`src/hw/rtl/bmp_pkg.sv`:
```
// shared types and constants for the bmp stream pixel decoder
// no dependencies
package bmp_pkg;

	localparam int unsigned MAX_WIDTH    = 4096;
	localparam int unsigned MAX_HEIGHT   = 4096;
	localparam int unsigned HEADER_BYTES = 54;
	localparam logic [15:0] BMP_SIGNATURE = 16'h4D42;

	typedef enum logic [1:0] {
		KIND_PIXEL  = 2'd0,
		KIND_HEADER = 2'd1,
		KIND_ERROR  = 2'd2
	} kind_t;

	typedef enum logic [2:0] {
		ST_OK        = 3'd0,
		ST_BAD_SIG   = 3'd1,
		ST_COMPRESS  = 3'd2,
		ST_BAD_DEPTH = 3'd3,
		ST_TOO_LARGE = 3'd4,
		ST_BAD_OFFS  = 3'd5
	} status_t;

	typedef struct packed {
		kind_t       kind;
		logic [23:0] pixel_address;
		logic [7:0]  red;
		logic [7:0]  green;
		logic [7:0]  blue;
		logic [12:0] image_width;
		logic [12:0] image_height;
		status_t     status;
		logic        last_pixel;
	} result_t;

	function automatic logic [31:0] magnitude(input logic [31:0] v);
		return v[31] ? (~v + 32'd1) : v;
	endfunction

endpackage

```
`src/hw/rtl/bmp_skid.sv`:
```
// two-entry output register with skid stage for decoder results
// depends on bmp_pkg
module bmp_skid (
	input  logic             clk,
	input  logic             arst_n,
	input  logic             push,
	input  bmp_pkg::result_t push_data,
	output logic             ready,
	output logic             out_valid,
	input  logic             out_ready,
	output bmp_pkg::result_t out_data
);
	import bmp_pkg::*;

	logic    main_valid_q, skid_valid_q;
	result_t main_q, skid_q;
	logic    pop;

	assign pop       = main_valid_q && out_ready;
	assign ready     = !skid_valid_q;
	assign out_valid = main_valid_q;
	assign out_data  = main_q;

	always_ff @(posedge clk or negedge arst_n) begin
		if (!arst_n) begin
			main_valid_q <= 1'b0;
			skid_valid_q <= 1'b0;
		end else if (pop) begin
			if (push) begin
				main_q <= push_data;
			end else begin
				main_valid_q <= skid_valid_q;
				main_q       <= skid_q;
				skid_valid_q <= 1'b0;
			end
		end else if (push) begin
			if (main_valid_q) begin
				skid_q       <= push_data;
				skid_valid_q <= 1'b1;
			end else begin
				main_q       <= push_data;
				main_valid_q <= 1'b1;
			end
		end
	end

endmodule

```
`src/hw/rtl/bmp_parser.sv`:
```
// header parser and pixel sequencer, one byte per cycle while bytes are accepted
// depends on bmp_pkg
module bmp_parser (
	input  logic             clk,
	input  logic             arst_n,
	input  logic             accept,
	input  logic [7:0]       data_byte,
	input  logic             first_byte,
	output logic             res_valid,
	output bmp_pkg::result_t res
);
	import bmp_pkg::*;

	typedef enum logic [2:0] {
		PH_IDLE,
		PH_HEADER,
		PH_SKIP,
		PH_PIXELS,
		PH_DONE
	} phase_t;

	phase_t      phase_q, phase_d;
	logic [5:0]  idx_q, idx_d;
	logic [15:0] sig_q, sig_d;
	logic        comp_q, comp_d;
	logic [15:0] depth_q, depth_d;
	logic [31:0] width_q, width_d;
	logic [31:0] height_q, height_d;
	logic [31:0] offs_q, offs_d;
	logic [31:0] skip_q, skip_d;
	logic [14:0] rbyte_q, rbyte_d;
	logic [11:0] row_q, row_d;
	logic [23:0] base_q, base_d;
	logic [12:0] col_q, col_d;
	logic [1:0]  bip_q, bip_d;
	logic [7:0]  blue_q, blue_d;
	logic [7:0]  green_q, green_d;
	logic        topdown_q, topdown_d;

	// geometry derived from the header fields, settled well before header end
	logic [31:0] wmag_q, hmag_q;
	logic        big_q;
	logic [12:0] wm1_q;
	logic [11:0] hm1_q;
	logic [23:0] bottom_q;
	logic [14:0] rowdata_q, rowlast_q;
	logic [14:0] rowdata_c, rowround_c;

	phase_t      ph;
	logic [5:0]  idx;
	logic [5:0]  off_pos, w_pos, h_pos, d_pos;
	logic        bpp32;
	logic [1:0]  bip_last;

	function automatic logic [31:0] put_byte(input logic [31:0] r, input logic [7:0] b,
		input logic [1:0] pos);
		logic [31:0] v;
		v = r;
		case (pos)
			2'd0:    v[7:0]   = b;
			2'd1:    v[15:8]  = b;
			2'd2:    v[23:16] = b;
			default: v[31:24] = b;
		endcase
		return v;
	endfunction

	assign rowdata_c  = (depth_q == 16'd32) ? {wmag_q[12:0], 2'b00}
		: (15'(wmag_q[12:0]) + 15'({wmag_q[12:0], 1'b0}));
	assign rowround_c = (rowdata_q + 15'd3) & ~15'd3;

	always_ff @(posedge clk) begin
		wmag_q    <= magnitude(width_q);
		hmag_q    <= magnitude(height_q);
		big_q     <= (wmag_q > 32'(MAX_WIDTH)) || (hmag_q > 32'(MAX_HEIGHT));
		wm1_q     <= wmag_q[12:0] - 13'd1;
		hm1_q     <= 12'(hmag_q[12:0] - 13'd1);
		bottom_q  <= {12'd0, hm1_q} * {11'd0, wmag_q[12:0]};
		rowdata_q <= rowdata_c;
		rowlast_q <= rowround_c - 15'd1;
	end

	assign ph       = first_byte ? PH_HEADER : phase_q;
	assign idx      = first_byte ? 6'd0 : idx_q;
	assign off_pos  = idx - 6'd10;
	assign w_pos    = idx - 6'd18;
	assign h_pos    = idx - 6'd22;
	assign d_pos    = idx - 6'd28;
	assign bpp32    = (depth_q == 16'd32);
	assign bip_last = bpp32 ? 2'd3 : 2'd2;

	always_comb begin
		phase_d   = phase_q;
		idx_d     = idx_q;
		sig_d     = sig_q;
		comp_d    = first_byte ? 1'b0 : comp_q;
		depth_d   = depth_q;
		width_d   = width_q;
		height_d  = height_q;
		offs_d    = offs_q;
		skip_d    = skip_q;
		rbyte_d   = rbyte_q;
		row_d     = row_q;
		base_d    = base_q;
		col_d     = col_q;
		bip_d     = bip_q;
		blue_d    = blue_q;
		green_d   = green_q;
		topdown_d = topdown_q;
		res_valid = 1'b0;
		res       = '0;
		res.kind  = KIND_PIXEL;
		res.status = ST_OK;

		case (ph)
			PH_HEADER: begin
				phase_d = PH_HEADER;
				if (idx < 6'd2) begin
					sig_d = idx[0] ? {data_byte, sig_q[7:0]} : {sig_q[15:8], data_byte};
				end else if (idx >= 6'd10 && idx < 6'd14) begin
					offs_d = put_byte(offs_q, data_byte, off_pos[1:0]);
				end else if (idx >= 6'd18 && idx < 6'd22) begin
					width_d = put_byte(width_q, data_byte, w_pos[1:0]);
				end else if (idx >= 6'd22 && idx < 6'd26) begin
					height_d = put_byte(height_q, data_byte, h_pos[1:0]);
				end else if (idx >= 6'd28 && idx < 6'd30) begin
					depth_d = d_pos[0] ? {data_byte, depth_q[7:0]} : {depth_q[15:8], data_byte};
				end else if (idx >= 6'd30 && idx < 6'd34 && data_byte != 8'd0) begin
					comp_d = 1'b1;
				end
				idx_d = idx + 6'd1;
				if (idx == 6'(HEADER_BYTES - 1)) begin
					res_valid = 1'b1;
					if (sig_q != BMP_SIGNATURE || comp_q
						|| (depth_q != 16'd24 && depth_q != 16'd32)
						|| big_q || offs_q < 32'(HEADER_BYTES)) begin
						phase_d  = PH_DONE;
						res.kind = KIND_ERROR;
						if (sig_q != BMP_SIGNATURE)                     res.status = ST_BAD_SIG;
						else if (comp_q)                                res.status = ST_COMPRESS;
						else if (depth_q != 16'd24 && depth_q != 16'd32) res.status = ST_BAD_DEPTH;
						else if (big_q)                                 res.status = ST_TOO_LARGE;
						else                                            res.status = ST_BAD_OFFS;
					end else begin
						topdown_d          = height_q[31];
						res.kind           = KIND_HEADER;
						res.image_width    = wmag_q[12:0];
						res.image_height   = hmag_q[12:0];
						if (wmag_q[12:0] == 13'd0 || hmag_q[12:0] == 13'd0) begin
							phase_d = PH_DONE;
						end else begin
							rbyte_d = '0;
							row_d   = '0;
							col_d   = '0;
							bip_d   = '0;
							base_d  = height_q[31] ? 24'd0 : bottom_q;
							skip_d  = offs_q - 32'(HEADER_BYTES);
							phase_d = (offs_q != 32'(HEADER_BYTES)) ? PH_SKIP : PH_PIXELS;
						end
					end
				end
			end
			PH_SKIP: begin
				skip_d = skip_q - 32'd1;
				if (skip_q == 32'd1) phase_d = PH_PIXELS;
			end
			PH_PIXELS: begin
				if (rbyte_q < rowdata_q) begin
					case (bip_q)
						2'd0: blue_d = data_byte;
						2'd1: green_d = data_byte;
						2'd2: begin
							res_valid         = 1'b1;
							res.kind          = KIND_PIXEL;
							res.pixel_address = base_q + 24'(col_q);
							res.red           = data_byte;
							res.green         = green_q;
							res.blue          = blue_q;
							res.last_pixel    = (row_q == hm1_q) && (col_q == wm1_q);
						end
						default: ;
					endcase
					if (bip_q == bip_last) begin
						bip_d = 2'd0;
						col_d = col_q + 13'd1;
					end else begin
						bip_d = bip_q + 2'd1;
					end
				end
				rbyte_d = rbyte_q + 15'd1;
				if (rbyte_q == rowlast_q) begin
					rbyte_d = '0;
					col_d   = '0;
					bip_d   = '0;
					if (row_q == hm1_q) begin
						phase_d = PH_DONE;
					end else begin
						row_d  = row_q + 12'd1;
						base_d = topdown_q ? base_q + 24'(wmag_q[12:0])
							: base_q - 24'(wmag_q[12:0]);
					end
				end
			end
			default: ;
		endcase
		if (!accept) res_valid = 1'b0;
	end

	always_ff @(posedge clk or negedge arst_n) begin
		if (!arst_n) begin
			phase_q   <= PH_IDLE;
			idx_q     <= '0;
			sig_q     <= '0;
			comp_q    <= 1'b0;
			depth_q   <= '0;
			width_q   <= '0;
			height_q  <= '0;
			offs_q    <= '0;
			skip_q    <= '0;
			rbyte_q   <= '0;
			row_q     <= '0;
			base_q    <= '0;
			col_q     <= '0;
			bip_q     <= '0;
			blue_q    <= '0;
			green_q   <= '0;
			topdown_q <= 1'b0;
		end else if (accept) begin
			phase_q   <= phase_d;
			idx_q     <= idx_d;
			sig_q     <= sig_d;
			comp_q    <= comp_d;
			depth_q   <= depth_d;
			width_q   <= width_d;
			height_q  <= height_d;
			offs_q    <= offs_d;
			skip_q    <= skip_d;
			rbyte_q   <= rbyte_d;
			row_q     <= row_d;
			base_q    <= base_d;
			col_q     <= col_d;
			bip_q     <= bip_d;
			blue_q    <= blue_d;
			green_q   <= green_d;
			topdown_q <= topdown_d;
		end
	end

endmodule

```
`src/hw/rtl/bmp_stream_pixel_decoder.sv`:
```
// bmp stream pixel decoder top: one file byte per item in, header/error/pixel out
// depends on bmp_pkg, bmp_parser, bmp_skid
// a result is registered in the output skid before it appears on the master side
// throughput: one byte per cycle while the skid entry is free, else s_tready is low
// a two-entry output skid keeps the input open while one result waits
// reset: asynchronous, parser returns to idle and ignores bytes until a first byte
module bmp_stream_pixel_decoder (
	input  logic        clk,
	input  logic        arst_n,
	input  logic        s_tvalid,
	output logic        s_tready,
	input  logic [7:0]  s_tdata,  // data_byte
	input  logic [0:0]  s_tuser,  // first_byte
	output logic        m_tvalid,
	input  logic        m_tready,
	output logic [79:0] m_tdata,  // pixel_address, red, green, blue, image_width,
	                              // image_height, status, zero fill
	output logic [1:0]  m_tuser,  // result_kind
	output logic        m_tlast   // last_pixel
);
	import bmp_pkg::*;

	logic    accept;
	logic    res_valid;
	result_t res, out_res;

	assign accept = s_tvalid && s_tready;

	bmp_parser u_parser (
		.clk        (clk),
		.arst_n     (arst_n),
		.accept     (accept),
		.data_byte  (s_tdata),
		.first_byte (s_tuser[0]),
		.res_valid  (res_valid),
		.res        (res)
	);

	bmp_skid u_skid (
		.clk       (clk),
		.arst_n    (arst_n),
		.push      (res_valid),
		.push_data (res),
		.ready     (s_tready),
		.out_valid (m_tvalid),
		.out_ready (m_tready),
		.out_data  (out_res)
	);

	assign m_tdata = {3'b000, out_res.status, out_res.image_height, out_res.image_width,
		out_res.blue, out_res.green, out_res.red, out_res.pixel_address};
	assign m_tuser = out_res.kind;
	assign m_tlast = out_res.last_pixel;

endmodule

```
`config.mk`:
```
export PLATFORM = sky130hd
export DESIGN_NAME = bmp_stream_pixel_decoder
export DESIGN_NICKNAME = d
export VERILOG_FILES = /design/src/hw/rtl/bmp_pkg.sv /design/src/hw/rtl/bmp_skid.sv /design/src/hw/rtl/bmp_parser.sv /design/src/hw/rtl/bmp_stream_pixel_decoder.sv
export SDC_FILE = /design/constraint.sdc
export NUM_CORES = 1
export LEC_CHECK = 0
export ABC_CLOCK_PERIOD_IN_PS = 19200
export BUFFER_PORTS_ARGS = -buffer_cell sky130_fd_sc_hd__buf_4
export CAP_MARGIN = 10
export CELL_PAD_IN_SITES_DETAIL_PLACEMENT = 2
export CELL_PAD_IN_SITES_GLOBAL_PLACEMENT = 2
export CORE_UTILIZATION = 45
export DETAILED_ROUTE_END_ITERATION = 10
export PLACE_DENSITY_LB_ADDON = 0.1
export SLEW_MARGIN = 0
export SYNTH_ARGS = -nofsm -noshare
export SYNTH_HDL_FRONTEND = slang
export SYNTH_SLANG_ARGS = --single-unit
```
`constraint.sdc`:
```
create_clock -name clk -period 19.2 [get_ports clk]
set_input_delay 2.88 -clock clk [delete_from_list [all_inputs] [get_ports clk]]
set_output_delay 2.88 -clock clk [all_outputs]
set_load 0.01 [all_outputs]
```
==> results.toml, run 1 <==
[logic_synthesis]
syn_avg_cell_area_sq_um = 10.31
async_flop_share_pct = 45.78
synth.most_common_cell = "nand2_1"
syn-cell-area_sq_mm = 0.03204
ys_ff_latch = 557
synth_top_area_share_pct = 19.91
yosysSeqAreaShare_pct = 43.78
synth_edf_count = 160
synth_top_cell_by_area = "dfrtp_1"
ys_types = 81
ys_warn_count = 0
syn_inst = 3109
synth_flop_cell = "dfrtp_1"
synthTopCellsByArea = "dfrtp_1 (20%), edfxtp_1 (15%), dfxtp_1 (8.9%), mux2_2 (7.5%), fa_1 (7.0%)"
synth_top_cells_by_count = "nand2_1 (289), dfrtp_1 (255), inv_1 (226), mux2_2 (213), o21ai_0 (201)"

[min_path]
hp-class = "reg2reg"
hold_depth = 0

[die]
fp.dieH_microns = 268.8
num_io_pins = 98
coreArea_sq_mm = 0.07027
initial_core_util_pct = 45.60
die_width_microns = 268.8
dieArea_sq_mm = 0.07228
row_count = 97

[clocking]
cts_setup_buffers = 0
insertion_delay_ps = 620
postCtsResizedCells = 0
h-tree-depth = 3
cts_sinks = 557
cts_inserted_buffers = 66
clockBufferDepth = 3
cts_root_buf = "clkbuf_16"
cts_tree = "yes"
path_clk_slew_ps = 60
ctsHoldBuffers = 0

[power]
ir_drop_uv = 104.4
fin_total_pwr_w = 0.004838
power.static_leakage_nw = 15.94
pwr_density_cell_mw_per_mm2 = 134.9

[route]
via_count = 24230
vias_per_cell = 5.821
wire_per_inst_microns = 25.44
wl_met2_mm = 54.54
drc = 0
top_layer = "met4"
route.met3.wl_mm = 2.458
drt_pass1_iterations = 5
totalWireLength_mm = 105.9
ant_nets = 0
drtIter0Drc = 1134
m1WireLength_mm = 45.04

[finish]
fillers = 7139
seq_area_sq_mm = 0.01403
fin_cells = 4163
fin_nets = 3452
multi_input_area_sq_mm = 0.01668
final_util_pct = 51.03
layout-drive-gt1-share_pct = 14.96
area_delta_synth_final_pct = 11.91

[critical_path]
r2r_cells = 18
critPathKind = "in2reg"
endpoint_kind = "register"
crit_fanout = 68
crit_required_ps = 19550
rrSetupSlack_ps = 13160
arrival_ps = 6530
critPathLaunchType = "input pin"

[global_route]
grt_pass1_wl_mm = 164.9
grt_max_degree = 79
grt.overflow.total = 0
antenna_found_initial = 1
grt_usage_pct = 29.91
grt_pass1_vias = 27560

[sta]
fin_setup_tns_ps = 0
tightestPinTransition_ps = 1090
fin_crit_sh_pct = 32.20
slew_headroom_pct = 25.45
clock_skew_ps = 33.18
drv_slew = 0
max_freq_mhz = 161.7
setup_viol = 0
hold_violations = 0
hold_slack_ps = 412.7
rsz0062_at_grt = "false"
fin_crit_ps = 6183

[flow_run]
maxCapViolations = 0

[placed_design]
dp_hpwl_mm = 74.29
port-buffer-count = 94
gp_congestion = 0.8451
dp.cells = 4044

[status]
status = "finished clean"
cell families after synthesis:
kind of cell    count (synthesis)  share of synthesized area, %
simple gates                  951                         14.95
buf+inv                       359                         4.303
mux                           217                         7.610
fa+ha+maj                     267                         13.05
xor+xnor                      244                         6.669
other cells                     1                       0.01170
flops                         557                         43.78
compound gates                513                         9.629
stage by stage:
step                worst slack (ps)  cell area (sq um)
global route                   12840              35860
finish                         13020              35860
floorplan                       8796              32050
detailed placement             12450              33680
CTS                            13080              35860
global placement               12640              33670
layout make-up:
cell class	count	share of cell area [%]
multi-input cells	2195	46.51
flip-flops and latches	557	39.12
clock buffers	94	5.374
well taps	940	3.280
repair buffers	125	2.648
inverters	227	2.376
clock inverters	24	0.6804
diodes	1	0.006979
report_power, final:
group	leakage (nW)	total, W	switching [W]	internal, W
combinational	8.63	0.00188	0.00110	0.000775
sequential	6.23	0.00169	0.000247	0.00145
clock	1.08	0.00127	0.000544	0.000723
critical path: stages:
cell	delay, ps
buf_4	150
inv_1	140
nand2_1	190
inv_1	130
ha_1	250
nand4_1	150
nor2_1	90
nand2_1	70
buf_4	280
a21o_1	240
nor2b_4	580
buf_4	780
mux2_2	430
path summary, 6_finish.rpt:
path	from	endpoint
min in group asynchronous	arst_n	u_parser.base_q[4]$_DFFE_PN0P_
min	u_parser.width_q[0]$_DFFE_PN0P_	u_parser.wmag_q[0]$_DFF_P_
max reg2reg	u_parser.wmag_q[5]$_DFF_P_	u_parser.bottom_q[22]$_DFF_P_
min reg2reg	u_parser.width_q[0]$_DFFE_PN0P_	u_parser.wmag_q[0]$_DFF_P_
max	s_tuser	u_skid.out_data[28]$_DFFE_PP_
max in group asynchronous	arst_n	u_parser.height_q[27]$_DFFE_PN0P_
cells in the final DEF (no fill, tap or decap), types with 17 or more instances in the layout:
| master | count |
|---|---|
| a21o_1 | 31 |
| dfrtp_1 | 255 |
| fa_1 | 112 |
| clkbuf_8 | 17 |
| inv_1 | 226 |
| xnor2_1 | 172 |
| and2_1 | 103 |
| o21ai_0 | 201 |
| nand2_1 | 289 |
| xor2_1 | 72 |
| nor4_1 | 41 |
| clkbuf_16 | 66 |
| and3_1 | 26 |
| ha_1 | 155 |
| nand3_1 | 67 |
| or3_1 | 25 |
| nor2_1 | 164 |
| mux2_2 | 213 |
| nor3_1 | 74 |
| edfxtp_1 | 160 |
| nand2b_1 | 32 |
| a21oi_1 | 132 |
| nand4_1 | 25 |
| buf_4 | 123 |
| dfxtp_1 | 142 |
| or4_1 | 22 |
| o31ai_1 | 39 |
state kept, by name, summed over array words and instances, names as in the netlist, 13 cells and up:
| signal | cells |
|---|---|
| u_parser.width_q | 32 |
| u_parser.wm1_q | 13 |
| u_parser.offs_q | 32 |
| u_parser.height_q | 32 |
| u_parser.rowlast_q | 13 |
| u_parser.col_q | 13 |
| u_parser.wmag_q | 32 |
| u_parser.base_q | 24 |
| u_parser.rbyte_q | 15 |
| u_parser.sig_q | 16 |
| u_skid.skid_q | 80 |
| u_parser.hmag_q | 32 |
| u_parser.skip_q | 32 |
| u_parser.rowdata_q | 15 |
| u_parser.depth_q | 16 |
| u_parser.bottom_q | 24 |
| u_skid.out_data | 80 |
routing by layer:
layer,vias up,global-route usage [%]
met5,-,0
met4,0,11.09
met3,187,2.575
met2,423,53.78
met1,12760,37.24
li1,10860,-
(Power assumes the default switching activity.)
==> run 2: changes to the inputs <==
- ABC_AREA: default -> 1
- ABC_CLOCK_PERIOD_IN_PS: 19200 -> 5550
- CORE_UTILIZATION: 45 -> 34
- clock period: 19.2 -> 5.55 ns (I/O delays scaled with it)
==> run 2 against run 1 <==
Compared with the run above: utilization is 12 points lower; critical endpoint is now u_parser.bottom_q[20]$_DFF_P_; via count is 23% higher; synthesized cell count is 43% higher; non-clock buffer count up 26; setup slack got worse by 13000 ps; routed wire length grew 13%; largest power group is now sequential cells; critical path depth grew 6.
==> results.toml, run 2 <==
[status]
status = "finished clean"

[route]
drc = 0
via_count = 29750
ant_nets = 0
totalWireLength_mm = 120.0
drtIter0Drc = 1231
vias_per_cell = 5.042
wire_per_inst_microns = 20.34
drt_pass1_iterations = 5

[sta]
setup_viol = 0
drv_slew = 0
fin_crit_sh_pct = 91.68
fin_crit_ps = 5088
clock_skew_ps = 28.37
slew_headroom_pct = 29.94
hold_slack_ps = 80.83
hold_violations = 0
fin_setup_tns_ps = 0
max_freq_mhz = 196.5
rsz0062_at_grt = "false"
tightestPinTransition_ps = 1051

[finish]
n_antenna_cell = 0
layout-drive-gt1-share_pct = 6.583
final_cell_mix = "nand2_1 (1419), inv_1 (581), nor2_1 (430)"
final_common_cell = "nand2_1"
fin_cells = 5901
area_delta_synth_final_pct = 13.09
fin_nets = 4826

[clocking]
cts_root_buf = "clkbuf_16"
postCtsResizedCells = 0
h-tree-depth = 3
insertion_delay_ps = 650
ctsHoldBuffers = 0
path_clk_slew_ps = 70
clockBufferDepth = 3
cts_inserted_buffers = 70
cts_tree = "yes"
cts_sinks = 557
cts_setup_buffers = 0

[logic_synthesis]
ys_warn_count = 0
ys_ff_latch = 557
synth_top_cells_by_count = "nand2_1 (1419), inv_1 (581), nor2_1 (431), o21ai_0 (274), dfrtp_1 (255)"
synth_top_area_share_pct = 18.57
syn-cell-area_sq_mm = 0.03436
synth_edf_count = 160
synth_flop_cell = "dfrtp_1"
ys_types = 56
syn_avg_cell_area_sq_um = 7.715
yosysSeqAreaShare_pct = 40.82
async_flop_share_pct = 45.78
synth.most_common_cell = "nand2_1"
syn_inst = 4454
synthTopCellsByArea = "dfrtp_1 (19%), nand2_1 (15%), edfxtp_1 (14%), dfxtp_1 (8.3%), fa_1 (6.5%)"
synth_top_cell_by_area = "dfrtp_1"

[critical_path]
arrival_ps = 5660
r2r_cells = 19
critPathKind = "reg2reg"
r2r-start = "u_parser.hm1_q[5]$_DFF_P_"
rrSetupSlack_ps = 460
critPathLaunchType = "register"
crit_required_ps = 6120
reg2reg_to = "u_parser.bottom_q[20]$_DFF_P_"
crit_fanout = 11
endpoint_kind = "register"

[global_route]
grt_pass1_vias = 32530
grt.overflow.total = 0
grt_pass1_wl_mm = 190.1
grt_max_degree = 80
grt_usage_pct = 23.87
antenna_found_initial = 4

[min_path]
hp-class = "in2async"

[die]
dieArea_sq_mm = 0.1023
row_count = 116
fp.dieH_microns = 319.9
coreArea_sq_mm = 0.1001
num_io_pins = 98
die_width_microns = 319.9
initial_core_util_pct = 34.31

[power]
pwr_density_cell_mw_per_mm2 = 367.9
power.static_leakage_nw = 19.15
fin_total_pwr_w = 0.01430
ir_drop_uv = 253.7

[flow_run]
maxCapViolations = 0

[placed_design]
port-buffer-count = 94
dp.cells = 5772
dp_hpwl_mm = 90.56
gp_congestion = 0.8540
run 2: cell types whose count changed in the layout (fill, tap and decap cells not counted), moves of 26 or more:
cell	change
and2_1	-101
o31ai_1	-36
mux2_2	-212
o21ai_0	+73
buf_4	+26
nor2_1	+266
nand4_1	+51
nand3_1	+113
inv_1	+355
xnor2_1	-118
nand2b_1	-32
nand2_1	+1130
xor2_1	+66
run 2: how the worst max path moves through the flow:
stage          slack [ps]                       endpoint  cells after the start                 startpoint
2_1_floorplan         250     u_skid.skid_q[0]$_DFFE_PP_                      7                    s_tuser
3_3_place_gp          520  u_parser.bottom_q[21]$_DFF_P_                     16  u_parser.hm1_q[7]$_DFF_P_
3_5_place_dp          400  u_parser.bottom_q[21]$_DFF_P_                     16  u_parser.hm1_q[7]$_DFF_P_
4_1_cts               390  u_parser.bottom_q[21]$_DFF_P_                     16  u_parser.hm1_q[7]$_DFF_P_
5_1_grt               170  u_parser.bottom_q[21]$_DFF_P_                     16  u_parser.hm1_q[7]$_DFF_P_
6_report              460  u_parser.bottom_q[20]$_DFF_P_                     19  u_parser.hm1_q[5]$_DFF_P_
run 2: where the power goes:
group	switching (W)	internal [W]	total, W
combinational	0.00289	0.00135	0.00424
sequential	0.000603	0.00483	0.00543
clock	0.00195	0.00267	0.00463
run 2: final cells by class:
cell class              instances  area [sq um]
clock buffers                  98          1958
clock inverters                31         325.3
fillers                     11590         61280
inverters                     591          2218
multi-input cells            3175         17560
flip-flops and latches        557         14030
well taps                    1298          1624
repair buffers                151          1154
run 2: kinds of logic after synthesis:
kind of cell	Yosys count	synth area share, %
compound gates	476	7.391
buf+inv	724	8.200
simple gates	2234	26.42
fa+ha+maj	267	12.17
xor+xnor	192	4.893
flops	557	40.82
mux	3	0.09102
other cells	1	0.01091
run 2: stage by stage:
step                      util (%)  instance area (sq um)  setup WS (ps)
final                        38.81                  38860          461.6
after global routing         38.81                  38860          167.3
after floorplan                  -                  34380          250.0
after CTS                    38.81                  38860          385.4
after detailed placement     36.53                  36580          403.3
after global placement       36.53                  36580          516.4
run 2: critical path: stages, from the launching register on:
cell     delay, ps
dfxtp_1        650
buf_4          240
nand2_1         80
fa_1           530
inv_1           50
ha_1           230
fa_1           540
inv_1           50
fa_1           470
fa_1           550
inv_1           40
ha_1           350
nand2_1        100
o21a_1         220
o21ai_0        370
nand3_1        130
nand2_1        130
nand2_1         60
nand2_1         70
xor2_1         150
run 2: per-layer routing:
metal / up-vias / share of wire [%] / GRT usage (%)
met2: 313 / 49 / 42.10
met3: 133 / 2.6 / 2.628
met5: - / 0.011 / 0
li1: 14250 / - / -
met4: 2 / 2.0 / 5.986
met1: 15060 / 46 / 30.97
==> run 3: changes to the inputs <==
- ABC_CLOCK_PERIOD_IN_PS: 5550 -> 5200
- CORE_MARGIN: default -> 3
- CORE_UTILIZATION: 34 -> 38
- PLACE_DENSITY_LB_ADDON: 0.1 -> 0.2
- clock period: 5.55 -> 5.2 ns (I/O delays scaled with it)
==> run 3 against run 2 <==
Compared with the run above: die area decreased by 8.1%; power increased by 7.1%; sequential cell count unchanged; fmax increased by 4.2%; sequential power increased by 7.4%; critical path depth decreased by 1; combinational power increased by 8.3%; via count increased by 1.7%; final cell count decreased by 2.2%; critical endpoint unchanged; largest power group unchanged; highest routed layer is now met4.
==> results.toml, run 3 (synthesis results as in run 2) <==
[status]
status = "finished clean"

[finish]
final_common_cell = "nand2_1"
fillers = 10300
fin_area_sq_mm = 0.03877
area_delta_synth_final_pct = 12.81
fin_nets = 4828
final_cell_mix = "nand2_1 (1419), inv_1 (581), nor2_1 (430)"
layout-drive-gt1-share_pct = 7.061

[clocking]
h-tree-depth = 3
path_clk_slew_ps = 60
cts_sinks = 557
postCtsResizedCells = 0
cts_tree = "yes"
insertion_delay_ps = 640
cts_inserted_buffers = 67
cts_setup_buffers = 0
clockBufferDepth = 3
cts_root_buf = "clkbuf_16"
ctsHoldBuffers = 0

[global_route]
grt.busiest_layer = "met2"
grt_pass1_vias = 34180
antenna_found_initial = 5
grt_use_met3_pct = 2.769
grt_usage_pct = 26.39
met1_usage_pct = 32.64
grt.overflow.total = 0
use_met2_pct = 48.17
grt_max_degree = 81
grt_pass1_wl_mm = 195.6

[power]
comb_power_share_pct = 30.0
pwr_density_cell_mw_per_mm2 = 394.9
power.static_leakage_nw = 19.19
p_int_w = 0.009432
clockPowerShare_pct = 32.0
p_sw_w = 0.005876
ir_drop_uv = 255.0
swShare_pct = 38.38
fin_total_pwr_w = 0.01531
power_frac_seq_pct = 38.1

[route]
drt_pass1_iterations = 5
drc = 0
wire_per_inst_microns = 21.36
vias_per_cell = 5.244
via_count = 30250
totalWireLength_mm = 123.2
drtIter0Drc = 1526
ant_nets = 0

[die]
row_count = 109
num_io_pins = 98
die_width_microns = 306.7
dieArea_sq_mm = 0.09408
initial_core_util_pct = 38.59
coreArea_sq_mm = 0.08906
fp.dieH_microns = 306.7

[placed_design]
place_area_sq_mm = 0.03645
gp_congestion = 0.8397
dp_hpwl_mm = 91.22
dp_slack_ps = 144.9
port-buffer-count = 94

[sta]
setup_viol = 0
fin_crit_sh_pct = 93.94
layout_setup_ws_ps = 315.1
hold_violations = 0
clock_skew_ps = 33.46
drv_slew = 0
fin_setup_tns_ps = 0
fin_crit_ps = 4885
rsz0062_at_grt = "false"
max_freq_mhz = 204.7
tightestPinTransition_ps = 1038
slew_headroom_pct = 30.60

[min_path]
hp-class = "in2async"

[critical_path]
critPathLaunchType = "register"
crit_fanout = 9
endpoint_kind = "register"
crit_required_ps = 5720
arrival_ps = 5400
critPathKind = "reg2reg"

[flow_run]
maxCapViolations = 0
## run 3: worst paths after layout
| kind | depth (start not counted) | start | to | slack (ps) |
|---|---|---|---|---|
| min in group clk | 0 | u_parser.height_q[0]$_DFFE_PN0P_ | u_parser.hmag_q[0]$_DFF_P_ | 410 |
| setup / recovery | 18 | u_parser.hm1_q[9]$_DFF_P_ | u_parser.bottom_q[20]$_DFF_P_ | 320 |
| hold / removal | 1 | arst_n | u_parser.base_q[22]$_DFFE_PN0P_ | 110 |
| hold reg to reg | 0 | u_parser.height_q[0]$_DFFE_PN0P_ | u_parser.hmag_q[0]$_DFF_P_ | 410 |
| max in group asynchronous | 3 | arst_n | u_parser.offs_q[8]$_DFFE_PN0P_ | 3400 |
| setup reg to reg | 18 | u_parser.hm1_q[9]$_DFF_P_ | u_parser.bottom_q[20]$_DFF_P_ | 320 |
## run 3: per-layer routing
metal	vias up	part of all wire, %	wire (microns)
met5	-	0	0
met4	0	3.2	3932
met3	204	2.6	3225
met2	430	51	62820
met1	15380	43	53250
li1	14240	-	-
## run 3: power by group through the flow
stage / clock network (W) / registers (W) / logic (W)
after CTS: 0.00501 / 0.00582 / 0.00464
final: 0.00489 / 0.00583 / 0.00459
after global routing: 0.00517 / 0.00591 / 0.00522
after floorplan: 0 / 0.00563 / 0.00304
after detailed placement: 0 / 0.00588 / 0.00457
after global placement: 0 / 0.00586 / 0.00432
## run 3: cell type report
type                            count  area [sq um]  share of cell area (%)
Clock inverter                     41         449.2                   1.159
Multi-Input combinational cell   3175         17580                   45.36
Antenna cell                        1         2.502                0.006455
Clock buffer                       83          1818                   4.690
Sequential cell                   557         14050                   36.23
Timing Repair Buffer              156          1191                   3.073
Tap cell                         1165          1458                   3.760
Inverter                          591          2218                   5.723
## run 3: per-stage QoR
| stage | instances | utilization, % | hold WS (ps) |
|---|---|---|---|
| after floorplan | 4456 | - | 367.6 |
| after global placement | 5644 | 40.93 | 391.0 |
| final | 5769 | 43.53 | 110.2 |
| after detailed placement | 5644 | 40.93 | 399.3 |
| after CTS | 5768 | 43.48 | 114.2 |
| after global routing | 5768 | 43.53 | 140.9 |
## run 3: critical path, stage by stage (launching register included)
cell and delay [ps]:
dfxtp_2 400, buf_4 200, nand2_1 70, inv_1 70
fa_1 480, fa_1 550, fa_1 530, fa_1 560
inv_1 60, fa_1 520, inv_1 40, ha_1 340
a21oi_1 220, o21ai_0 190, a21oi_1 160, nand2_1 100
nand2_1 70, nand2_1 60, xor2_1 150
